===== config.mk =====
export PLATFORM = sky130hd
export DESIGN_NAME = attribute_table_get_set_engine
export DESIGN_NICKNAME = d
export VERILOG_FILES = /design/src/rtl/atgs_pkg.sv /design/src/rtl/attribute_table_get_set_engine.sv /design/src/rtl/atgs_cell.sv
export VERILOG_INCLUDE_DIRS = /design/src /design/src/rtl
export SDC_FILE = /design/constraint.sdc
export NUM_CORES = 2
export LEC_CHECK = 0
export BUFFER_PORTS_ARGS = -buffer_cell sky130_fd_sc_hd__buf_4
export CORE_ASPECT_RATIO = 0.5
export CORE_MARGIN = 1.5
export CORE_UTILIZATION = 50
export DETAILED_ROUTE_END_ITERATION = 10
export GPL_TIMING_DRIVEN = 0
export PLACE_DENSITY = 0.68
export SLEW_MARGIN = 5
export SYNTH_ARGS = -nofsm -noshare
export SYNTH_HDL_FRONTEND = slang
export SYNTH_SLANG_ARGS = --single-unit

===== constraint.sdc =====
create_clock -name i_clk -period 212.9 [get_ports i_clk]
set_input_delay 42.58 -clock i_clk [delete_from_list [all_inputs] [get_ports i_clk]]
set_output_delay 42.58 -clock i_clk [all_outputs]
set_load 0.1 [all_outputs]

===== src/rtl/attribute_table_get_set_engine_macros.svh =====
// Assertion macros for the attribute table engine
`ifndef ATTRIBUTE_TABLE_GET_SET_ENGINE_MACROS_SVH
`define ATTRIBUTE_TABLE_GET_SET_ENGINE_MACROS_SVH
`ifndef ASSERT_OFF
`define ATGS_ASSERT_IMPL(label, clk, rst_n, ante, cons, msg) \
    label: assert property (@(posedge clk) disable iff (!rst_n) (ante) |-> (cons)) \
        else $error(msg);
`define ATGS_ASSERT_NEXT(label, clk, rst_n, ante, cons, msg) \
    label: assert property (@(posedge clk) disable iff (!rst_n) (ante) |=> (cons)) \
        else $error(msg);
`else
`define ATGS_ASSERT_IMPL(label, clk, rst_n, ante, cons, msg)
`define ATGS_ASSERT_NEXT(label, clk, rst_n, ante, cons, msg)
`endif
`endif


===== src/rtl/atgs_pkg.sv =====
// Package: types, constants and helpers for the attribute table engine
package atgs_pkg;
    localparam int TableDepth = 32;
    localparam int SlotW = $clog2(TableDepth);
    localparam int CntW = SlotW + 1;
    localparam int MaxValueBytes = 4;

    typedef enum logic [2:0] {
        OP_GET = 3'd0, OP_SET = 3'd1, OP_GET_ALL = 3'd2, OP_DEFINE = 3'd3,
        OP_RSV4 = 3'd4, OP_RSV5 = 3'd5, OP_RSV6 = 3'd6, OP_RSV7 = 3'd7
    } t_opcode;

    localparam logic [2:0] ST_OK = 3'd0;
    localparam logic [2:0] ST_UNSUPPORTED = 3'd1;
    localparam logic [2:0] ST_INVALID_ATTR = 3'd2;
    localparam logic [2:0] ST_NOT_SETTABLE = 3'd3;
    localparam logic [2:0] ST_INVALID_PARAM = 3'd4;

    localparam logic [1:0] VT_U8 = 2'd0;
    localparam logic [1:0] VT_U16 = 2'd1;
    localparam logic [1:0] VT_S16 = 2'd2;
    localparam logic [1:0] VT_NONE = 2'd3;

    typedef struct packed {
        logic [2:0]  opcode;
        logic [7:0]  cls_num;
        logic [7:0]  inst_num;
        logic [7:0]  attr_num;
        logic [31:0] data_word;
        logic [7:0]  byte_count;
        logic [4:0]  slot;
        logic        read_only;
        logic [1:0]  value_type;
        logic signed [31:0] min_limit;
        logic signed [31:0] max_limit;
    } t_req;

    typedef struct packed {
        logic [2:0]  status;
        logic [31:0] read_value;
        logic [2:0]  read_bytes;
        logic        last_result;
    } t_rsp;

    // one table entry as it travels down the cell chain
    typedef struct packed {
        logic [23:0] path;
        logic [31:0] value;
        logic [2:0]  size;
        logic        ro;
        logic [1:0]  vtype;
        logic [31:0] low;
        logic [31:0] high;
    } t_entry;

    // control from sequencer to each cell
    typedef struct packed {
        logic shift;   // rotate the chain one place
        logic load;    // tail cell takes the write-back entry
    } t_cell_ctl;

    typedef enum logic [2:0] {
        S_IDLE, S_SCAN, S_WRAP, S_RESULT
    } t_state;

    function automatic logic [31:0] size_mask(input logic [2:0] bytes);
        logic [31:0] m;
        begin
            unique case (bytes)
                3'd0: m = 32'h0000_0000;
                3'd1: m = 32'h0000_00FF;
                3'd2: m = 32'h0000_FFFF;
                3'd3: m = 32'h00FF_FFFF;
                default: m = 32'hFFFF_FFFF;
            endcase
            return m;
        end
    endfunction
endpackage


===== src/rtl/attribute_table_get_set_engine.sv =====
// Top level: attribute table get/set engine built on a rotating cell chain
//
//  channel  | handshake              | payload
//  request  | i_start / o_busy       | i_req (t_req)
//  config   | i_cfg_we               | i_cfg_data (entries_in_use)
//  result   | o_valid (one strobe)   | o_rsp (t_rsp)
//
// Each request rotates the 32-cell chain one full turn: the slots reach the
// head cell in order, so the length of a request is set by the length of
// the chain. Results of get-all stream out as the matching cells pass the
// head. Reset is synchronous active low and clears control and modified
// bits; entries hold until defined. The receiver cannot stall: each result
// shows for one cycle with o_valid.
module attribute_table_get_set_engine
    import atgs_pkg::*;
(
    input  logic       i_clk,
    input  logic       i_rst_n,
    input  logic       i_start,
    output logic       o_busy,
    input  t_req       i_req,
    input  logic       i_cfg_we,
    input  logic [5:0] i_cfg_data,
    output logic       o_valid,
    output t_rsp       o_rsp
);
    `include "attribute_table_get_set_engine_macros.svh"

    t_state r_state, n_state;
    t_req   r_req;
    logic [5:0] r_in_use;
    logic [CntW-1:0] r_idx;       // slot now at the head cell
    logic [CntW-1:0] r_limit;     // number of slots searched
    logic [CntW-1:0] r_hits;      // get-all matches emitted
    logic r_found;
    logic [TableDepth-1:0] r_modified;
    t_rsp r_rsp;
    logic r_valid;
    logic r_fin_pend;             // final result still owed
    t_rsp r_fin;

    t_cell_ctl w_ctl;
    t_entry w_cell [TableDepth];
    t_entry w_head;
    t_entry w_load;

    // chain: cell 0 is the head; cell k feeds cell k-1; head wraps to tail
    assign w_head = w_cell[0];
    genvar g;
    generate
        for (g = 0; g < TableDepth; g++) begin : g_cell
            t_cell_ctl w_c;
            always_comb begin
                w_c.shift = w_ctl.shift;
                w_c.load  = w_ctl.load && (g == TableDepth - 1);
            end
            atgs_cell u_cell (
                .i_clk  (i_clk),
                .i_ctl  (w_c),
                .i_prev (w_cell[(g + 1) % TableDepth]),
                .i_load (w_load),
                .o_entry(w_cell[g])
            );
        end
    endgenerate

    // configuration register
    always_ff @(posedge i_clk) begin
        if (!i_rst_n) begin
            r_in_use <= '0;
        end else if (i_cfg_we) begin
            r_in_use <= i_cfg_data;
        end
    end

    // head-cell compare and set checks
    logic w_in_range, w_match_full, w_match_ci;
    logic [23:0] w_path;
    logic signed [31:0] w_v;
    logic w_range_ok;
    always_comb begin
        w_path = {r_req.cls_num, r_req.inst_num, r_req.attr_num};
        w_in_range = (r_idx < r_limit);
        w_match_full = w_in_range && (w_head.path == w_path);
        w_match_ci = w_in_range && (w_head.path[23:8] == w_path[23:8]);
        unique case (w_head.vtype)
            VT_U8:  w_v = {24'd0, r_req.data_word[7:0]};
            VT_U16: w_v = {16'd0, r_req.data_word[15:0]};
            default: w_v = {{16{r_req.data_word[15]}}, r_req.data_word[15:0]};
        endcase
        w_range_ok = (w_head.vtype == VT_NONE) ||
                     (!(w_v < $signed(w_head.low)) && !(w_v > $signed(w_head.high)));
    end

    logic w_define_ok;
    assign w_define_ok = (r_req.byte_count != 8'd0) &&
        (r_req.byte_count <= 8'(MaxValueBytes > 4 ? 4 : MaxValueBytes));

    // result strobe and the final word given in the wrap cycle
    logic w_ga_hit;
    logic w_emit;
    t_rsp w_final;
    always_comb begin
        w_ga_hit = w_match_ci && (r_hits < CntW'(TableDepth));
        w_emit = (r_state == S_WRAP) ||
                 ((r_state == S_SCAN) && (t_opcode'(r_req.opcode) == OP_GET_ALL) &&
                  w_ga_hit && r_fin_pend);
        w_final = '{status: ST_OK, read_value: '0, read_bytes: '0, last_result: 1'b1};
        unique case (t_opcode'(r_req.opcode))
            OP_GET, OP_SET: begin
                if (r_found) w_final = r_fin;
                else w_final.status = ST_INVALID_ATTR;
            end
            OP_GET_ALL: begin
                if (r_fin_pend) begin
                    w_final = r_fin;
                    w_final.last_result = 1'b1;
                end else begin
                    w_final.status = ST_INVALID_ATTR;
                end
            end
            OP_DEFINE: begin
                if (!w_define_ok) w_final.status = ST_INVALID_PARAM;
            end
            default: w_final.status = ST_UNSUPPORTED;
        endcase
    end

    // next state
    always_comb begin
        n_state = r_state;
        unique case (r_state)
            S_IDLE:   if (i_start) n_state = S_SCAN;
            S_SCAN:   if (r_idx == CntW'(TableDepth - 1)) n_state = S_WRAP;
            S_WRAP:   n_state = S_IDLE;
            default:  n_state = S_IDLE;
        endcase
    end

    // chain control outputs
    always_comb begin
        w_ctl.shift = (r_state == S_SCAN);
        w_ctl.load  = 1'b0;
        w_load = w_head;
        if (r_state == S_SCAN) begin
            unique case (t_opcode'(r_req.opcode))
                OP_SET: begin
                    if (w_match_full && !r_found && !w_head.ro &&
                        (r_req.byte_count == {5'd0, w_head.size}) && w_range_ok) begin
                        w_ctl.load = 1'b1;
                        w_load.value = r_req.data_word & size_mask(w_head.size);
                    end
                end
                OP_DEFINE: begin
                    if (w_define_ok && (r_idx[SlotW-1:0] == r_req.slot)) begin
                        w_ctl.load = 1'b1;
                        w_load.path  = w_path;
                        w_load.size  = r_req.byte_count[2:0];
                        w_load.value = r_req.data_word & size_mask(r_req.byte_count[2:0]);
                        w_load.ro    = r_req.read_only;
                        w_load.vtype = r_req.value_type;
                        w_load.low   = r_req.min_limit;
                        w_load.high  = r_req.max_limit;
                    end
                end
                default: ;
            endcase
        end
    end

    // sequencer datapath
    always_ff @(posedge i_clk) begin
        if (!i_rst_n) begin
            r_state <= S_IDLE;
            r_valid <= 1'b0;
            r_modified <= '0;
            r_fin_pend <= 1'b0;
            r_idx <= '0;
            r_hits <= '0;
            r_found <= 1'b0;
        end else begin
            r_state <= n_state;
            r_valid <= w_emit;
            unique case (r_state)
                S_IDLE: begin
                    if (i_start) begin
                        r_req <= i_req;
                        r_idx <= '0;
                        r_hits <= '0;
                        r_found <= 1'b0;
                        r_limit <= (r_in_use > 6'(TableDepth)) ? CntW'(TableDepth)
                                                               : CntW'(r_in_use);
                    end
                end
                S_SCAN: begin
                    r_idx <= r_idx + CntW'(1);
                    unique case (t_opcode'(r_req.opcode))
                        OP_GET, OP_SET: begin
                            if (w_match_full && !r_found) begin
                                r_found <= 1'b1;
                                if (r_req.opcode == OP_GET) begin
                                    r_fin <= '{status: ST_OK,
                                        read_value: w_head.value & size_mask(w_head.size),
                                        read_bytes: w_head.size, last_result: 1'b1};
                                end else if (w_head.ro) begin
                                    r_fin <= '{status: ST_NOT_SETTABLE, read_value: '0,
                                               read_bytes: '0, last_result: 1'b1};
                                end else if ((r_req.byte_count != {5'd0, w_head.size})
                                             || !w_range_ok) begin
                                    r_fin <= '{status: ST_INVALID_PARAM, read_value: '0,
                                               read_bytes: '0, last_result: 1'b1};
                                end else begin
                                    r_fin <= '{status: ST_OK, read_value: '0,
                                               read_bytes: '0, last_result: 1'b1};
                                    r_modified[r_idx[SlotW-1:0]] <= 1'b1;
                                end
                            end
                        end
                        OP_GET_ALL: begin
                            if (w_ga_hit) begin
                                // emit held result, hold this one as pending last
                                if (r_fin_pend) begin
                                    r_rsp <= r_fin;
                                end
                                r_fin_pend <= 1'b1;
                                r_fin <= '{status: ST_OK,
                                    read_value: w_head.value & size_mask(w_head.size),
                                    read_bytes: w_head.size, last_result: 1'b0};
                                r_hits <= r_hits + CntW'(1);
                            end
                        end
                        OP_DEFINE: begin
                            if (w_define_ok && (r_idx[SlotW-1:0] == r_req.slot)) begin
                                r_modified[r_idx[SlotW-1:0]] <= 1'b0;
                            end
                        end
                        default: ;
                    endcase
                end
                S_WRAP: begin
                    r_fin_pend <= 1'b0;
                    r_rsp <= w_final;
                end
                default: ;
            endcase
        end
    end

    assign o_busy  = (r_state != S_IDLE);
    assign o_valid = r_valid;
    assign o_rsp   = r_rsp;

    `ATGS_ASSERT_NEXT(a_start_busy, i_clk, i_rst_n, i_start && !o_busy, o_busy,
        "accepted request did not raise busy")
    `ATGS_ASSERT_IMPL(a_valid_idle, i_clk, i_rst_n, o_valid && o_rsp.last_result,
        r_state == S_IDLE, "final word outside idle")
    `ATGS_ASSERT_IMPL(a_wrap_idx, i_clk, i_rst_n, r_state == S_WRAP,
        r_idx == CntW'(TableDepth), "chain not fully rotated")
    `ATGS_ASSERT_IMPL(a_hit_once, i_clk, i_rst_n, r_state == S_SCAN,
        r_hits <= CntW'(TableDepth), "too many matches emitted")
endmodule


===== src/rtl/atgs_cell.sv =====
// One table cell: holds one entry and hands it to its neighbor on shift
module atgs_cell
    import atgs_pkg::*;
(
    input  logic      i_clk,
    input  t_cell_ctl i_ctl,
    input  t_entry    i_prev,
    input  t_entry    i_load,
    output t_entry    o_entry
);
    t_entry r_entry;

    // entry storage, no reset needed
    always_ff @(posedge i_clk) begin
        if (i_ctl.shift) begin
            r_entry <= i_ctl.load ? i_load : i_prev;
        end
    end

    assign o_entry = r_entry;
endmodule

==> impl_metrics.toml <==
[yosys]
synth.distinct_cells = 61
syn_nets = 5366
synthArstFlopShare_pct = 0
yosys_warnings = 0
synth-main-ff-cell = "edfxtp_1"
yosys-top-cells-area = "edfxtp_1 (96%), ha_1 (0.66%), a21oi_1 (0.35%), dfxtp_1 (0.34%), nand2_1 (0.30%)"
synth-edff-count = 4254
yosys.area.top_type = "edfxtp_1"
synth_seq_cells = 4277
netlist_area_sq_um = 134000
yosysSeqAreaShare_pct = 95.9
avgSynthCellArea_sq_um = 26.0
syn_inst = 5147
synth.top_cell.area_share_pct = 95.6

[power_and_ir_drop]
fin_total_pwr_mw = 1.67
ir_worst_vdd_mv = 0.00640
p_leak_nw = 50.1
power_per_cell_area_nw_per_um2 = 10.9

[timing]
finClkSkew_ns = 0.0474
setup_viol = 0
timing.hold.ws_ns = 0.395
drv_slew = 0
setup-tns-final_ns = 0
fin_crit_sh_pct = 20.8
fin_crit_ns = 44.27
rsz0062_at_grt = "false"
max_freq_ghz = 0.0226
hold_viol = 0
tightestPinTransition_ns = 1.31
maxSlewHeadroom_pct = 11.7
finalWorstSetupSlack_ns = 168.64

[hold_path]
hold_path.class = "flop to flop"

[worst_setup_path]
critical-path-max-stage-delay_ns = 0.34
critical_path_buf_inv_count = 2
worstPathMaxFanout = 4
worstSetupEndpointType = "output port"
path_class = "flop to output port"
crit_path_start_kind = "flop"
crit_slowest_cell = "dfxtp_1"
reg2reg_slack_ns = 206.43
crit_arrival_ns = 1.68
crit_chain = "nor2_1 > inv_1 > buf_4"
crit_family = "flip-flops"
crit_required_ns = 170.32

[final_layout]
final_cell_mix = "edfxtp_1 (4254), clkbuf_16 (361), buf_4 (190)"
final_nets = 6025
ff_latch_area_sq_um = 128000
syn_to_final_growth_pct = 14.5
final_common_cell = "edfxtp_1"
multiInputGateArea_sq_um = 4930
instances_no_fill = 9594
drive_gt1_share_pct = 14.1
fillers = 18000

[clock_network]
cts_buffers = 355
cts_resized = 0
clkLatencyLatePin_ns = 0.86
cts_tree = "done"
cts_hold_buf = 0
clock-root-buffer = "clkbuf_16"
clock-sinks = 4277
htree_levels = 5
post_cts_buffers = 0
path_clk_slew_ns = 0.07
clk_path_buf_depth = 4

[outcome]
outcome = "finished, final reports clean"

[grt]
grt_overflow_total = 0
grt_max_degree = 49
grt_use_total_pct = 14.5
antenna_found_initial = 16
grt_pass1_wl_um = 303000
grt_pass1_vias = 48900

[placed_design]
place_inst = 8959
hpwl_um = 110000
dp_slack_ns = 168.03
io_buffers = 188
place_congestion = 0.882

[routing]
route.detailed.drc = 0
viasPerCell = 5.07
vias = 48700
wl_um = 195000
drt_iter0_drc = 5175
wl_per_cell_um = 20.3
detail-route-antenna-nets = 0
drt_pass1_iterations = 6

[floorplan]
io_pins = 190
die_w_um = 734
num_rows = 133
start_util_pct = 50.6
core_sq_um = 264000
die_h_um = 369
die_area_sq_um = 271000

[job]
cap_violations = 0
-- report_power, final --
group	switching, mW	internal, mW	leakage (nW)
Combinational	0.0308	0.0110	4.43
Clock	0.279	0.350	5.48
Sequential	0.0149	0.987	40.2
Total	0.325	1.35	50.1
-- state kept, by name, indices dropped and copies added, names as in the netlist --
signal,cells
g_cell.u_cell.o_entry,4032
r_req,139
r_idx,6
r_hits,6
r_in_use,6
o_valid,1
r_found,1
r_fin_pend,1
r_fin,38
r_state,2
r_limit,6
o_rsp,39
-- cell usage after synthesis, types with 4 or more instances --
cell	count
a211oi_1	27
a21o_1	10
a21oi_1	93
a22o_1	8
a31oi_1	25
and2_1	5
and3_1	34
and4_1	4
buf_2	7
clkbuf_1	39
clkbuf_2	6
dfxtp_1	23
edfxtp_1	4254
ha_1	70
inv_1	72
mux2_2	32
mux2i_1	6
nand2_1	108
nand2b_1	8
nand3_1	43
nand4_1	15
nor2_1	32
nor2b_1	52
nor3_1	6
nor4_1	10
o21ai_0	77
xnor2_1	11
xor2_1	23
-- final timing paths --
path,from,end,depth (start not counted)
worst max-delay path,r_state[1]$_SDFFE_PN0P_,o_busy,3
worst min-delay path,g_cell[11].u_cell.o_entry[106]$_DFFE_PP_,g_cell[10].u_cell.o_entry[106]$_DFFE_PP_,0
worst max register to register,g_cell[0].u_cell.o_entry[65]$_DFFE_PP_,g_cell[31].u_cell.o_entry[85]$_DFFE_PP_,13
worst min register to register,g_cell[11].u_cell.o_entry[106]$_DFFE_PP_,g_cell[10].u_cell.o_entry[106]$_DFFE_PP_,0
-- layer usage --
metal / vias to the layer above / part of all wire [%] / global-route usage (%)
met1: 24900 / 46 / 22.5
li1: 22000 / - / -
met2: 1263 / 45 / 21.2
met3: 455 / 5.1 / 2.61
met4: 6 / 3.3 / 5.03
met5: - / 0.022 / 0
-- through the flow --
| step | cell area, sq um | util (%) |
|---|---|---|
| floorplan | 134000 | - |
| global placement | 139000 | 52.8 |
| detailed placement | 142000 | 53.6 |
| CTS | 153000 | 57.9 |
| global route | 153000 | 57.9 |
| finish | 153000 | 57.9 |
-- logic make-up (layout without fill, tap and decap cells) --
logic type               after synthesis  after routing  synth area share (%)
AO/OA/AOI/OAI                        263            263                  1.18
flip-flops                          4277           4277                  95.9
XOR/XNOR                              34             34                 0.223
adder cells (fa/ha/maj)               70             70                 0.655
AND/OR/NAND/NOR                      335            335                  1.28
other                                  0              7                     0
multiplexers                          38             38                 0.315
buffers and inverters                130           1060                 0.391
-- final cells by class --
type / count / share of cell area, %
sequential: 4277 / 83.8
inverter: 74 / 0.182
antenna: 7 / 0.0115
clock buffer: 423 / 6.06
tap: 3510 / 2.87
buffer: 56 / 0.163
timing repair buffer: 302 / 2.43
multi-input combinational: 740 / 3.22
clock inverter: 205 / 1.26
Note: power is estimated with default switching activity, not from simulation.
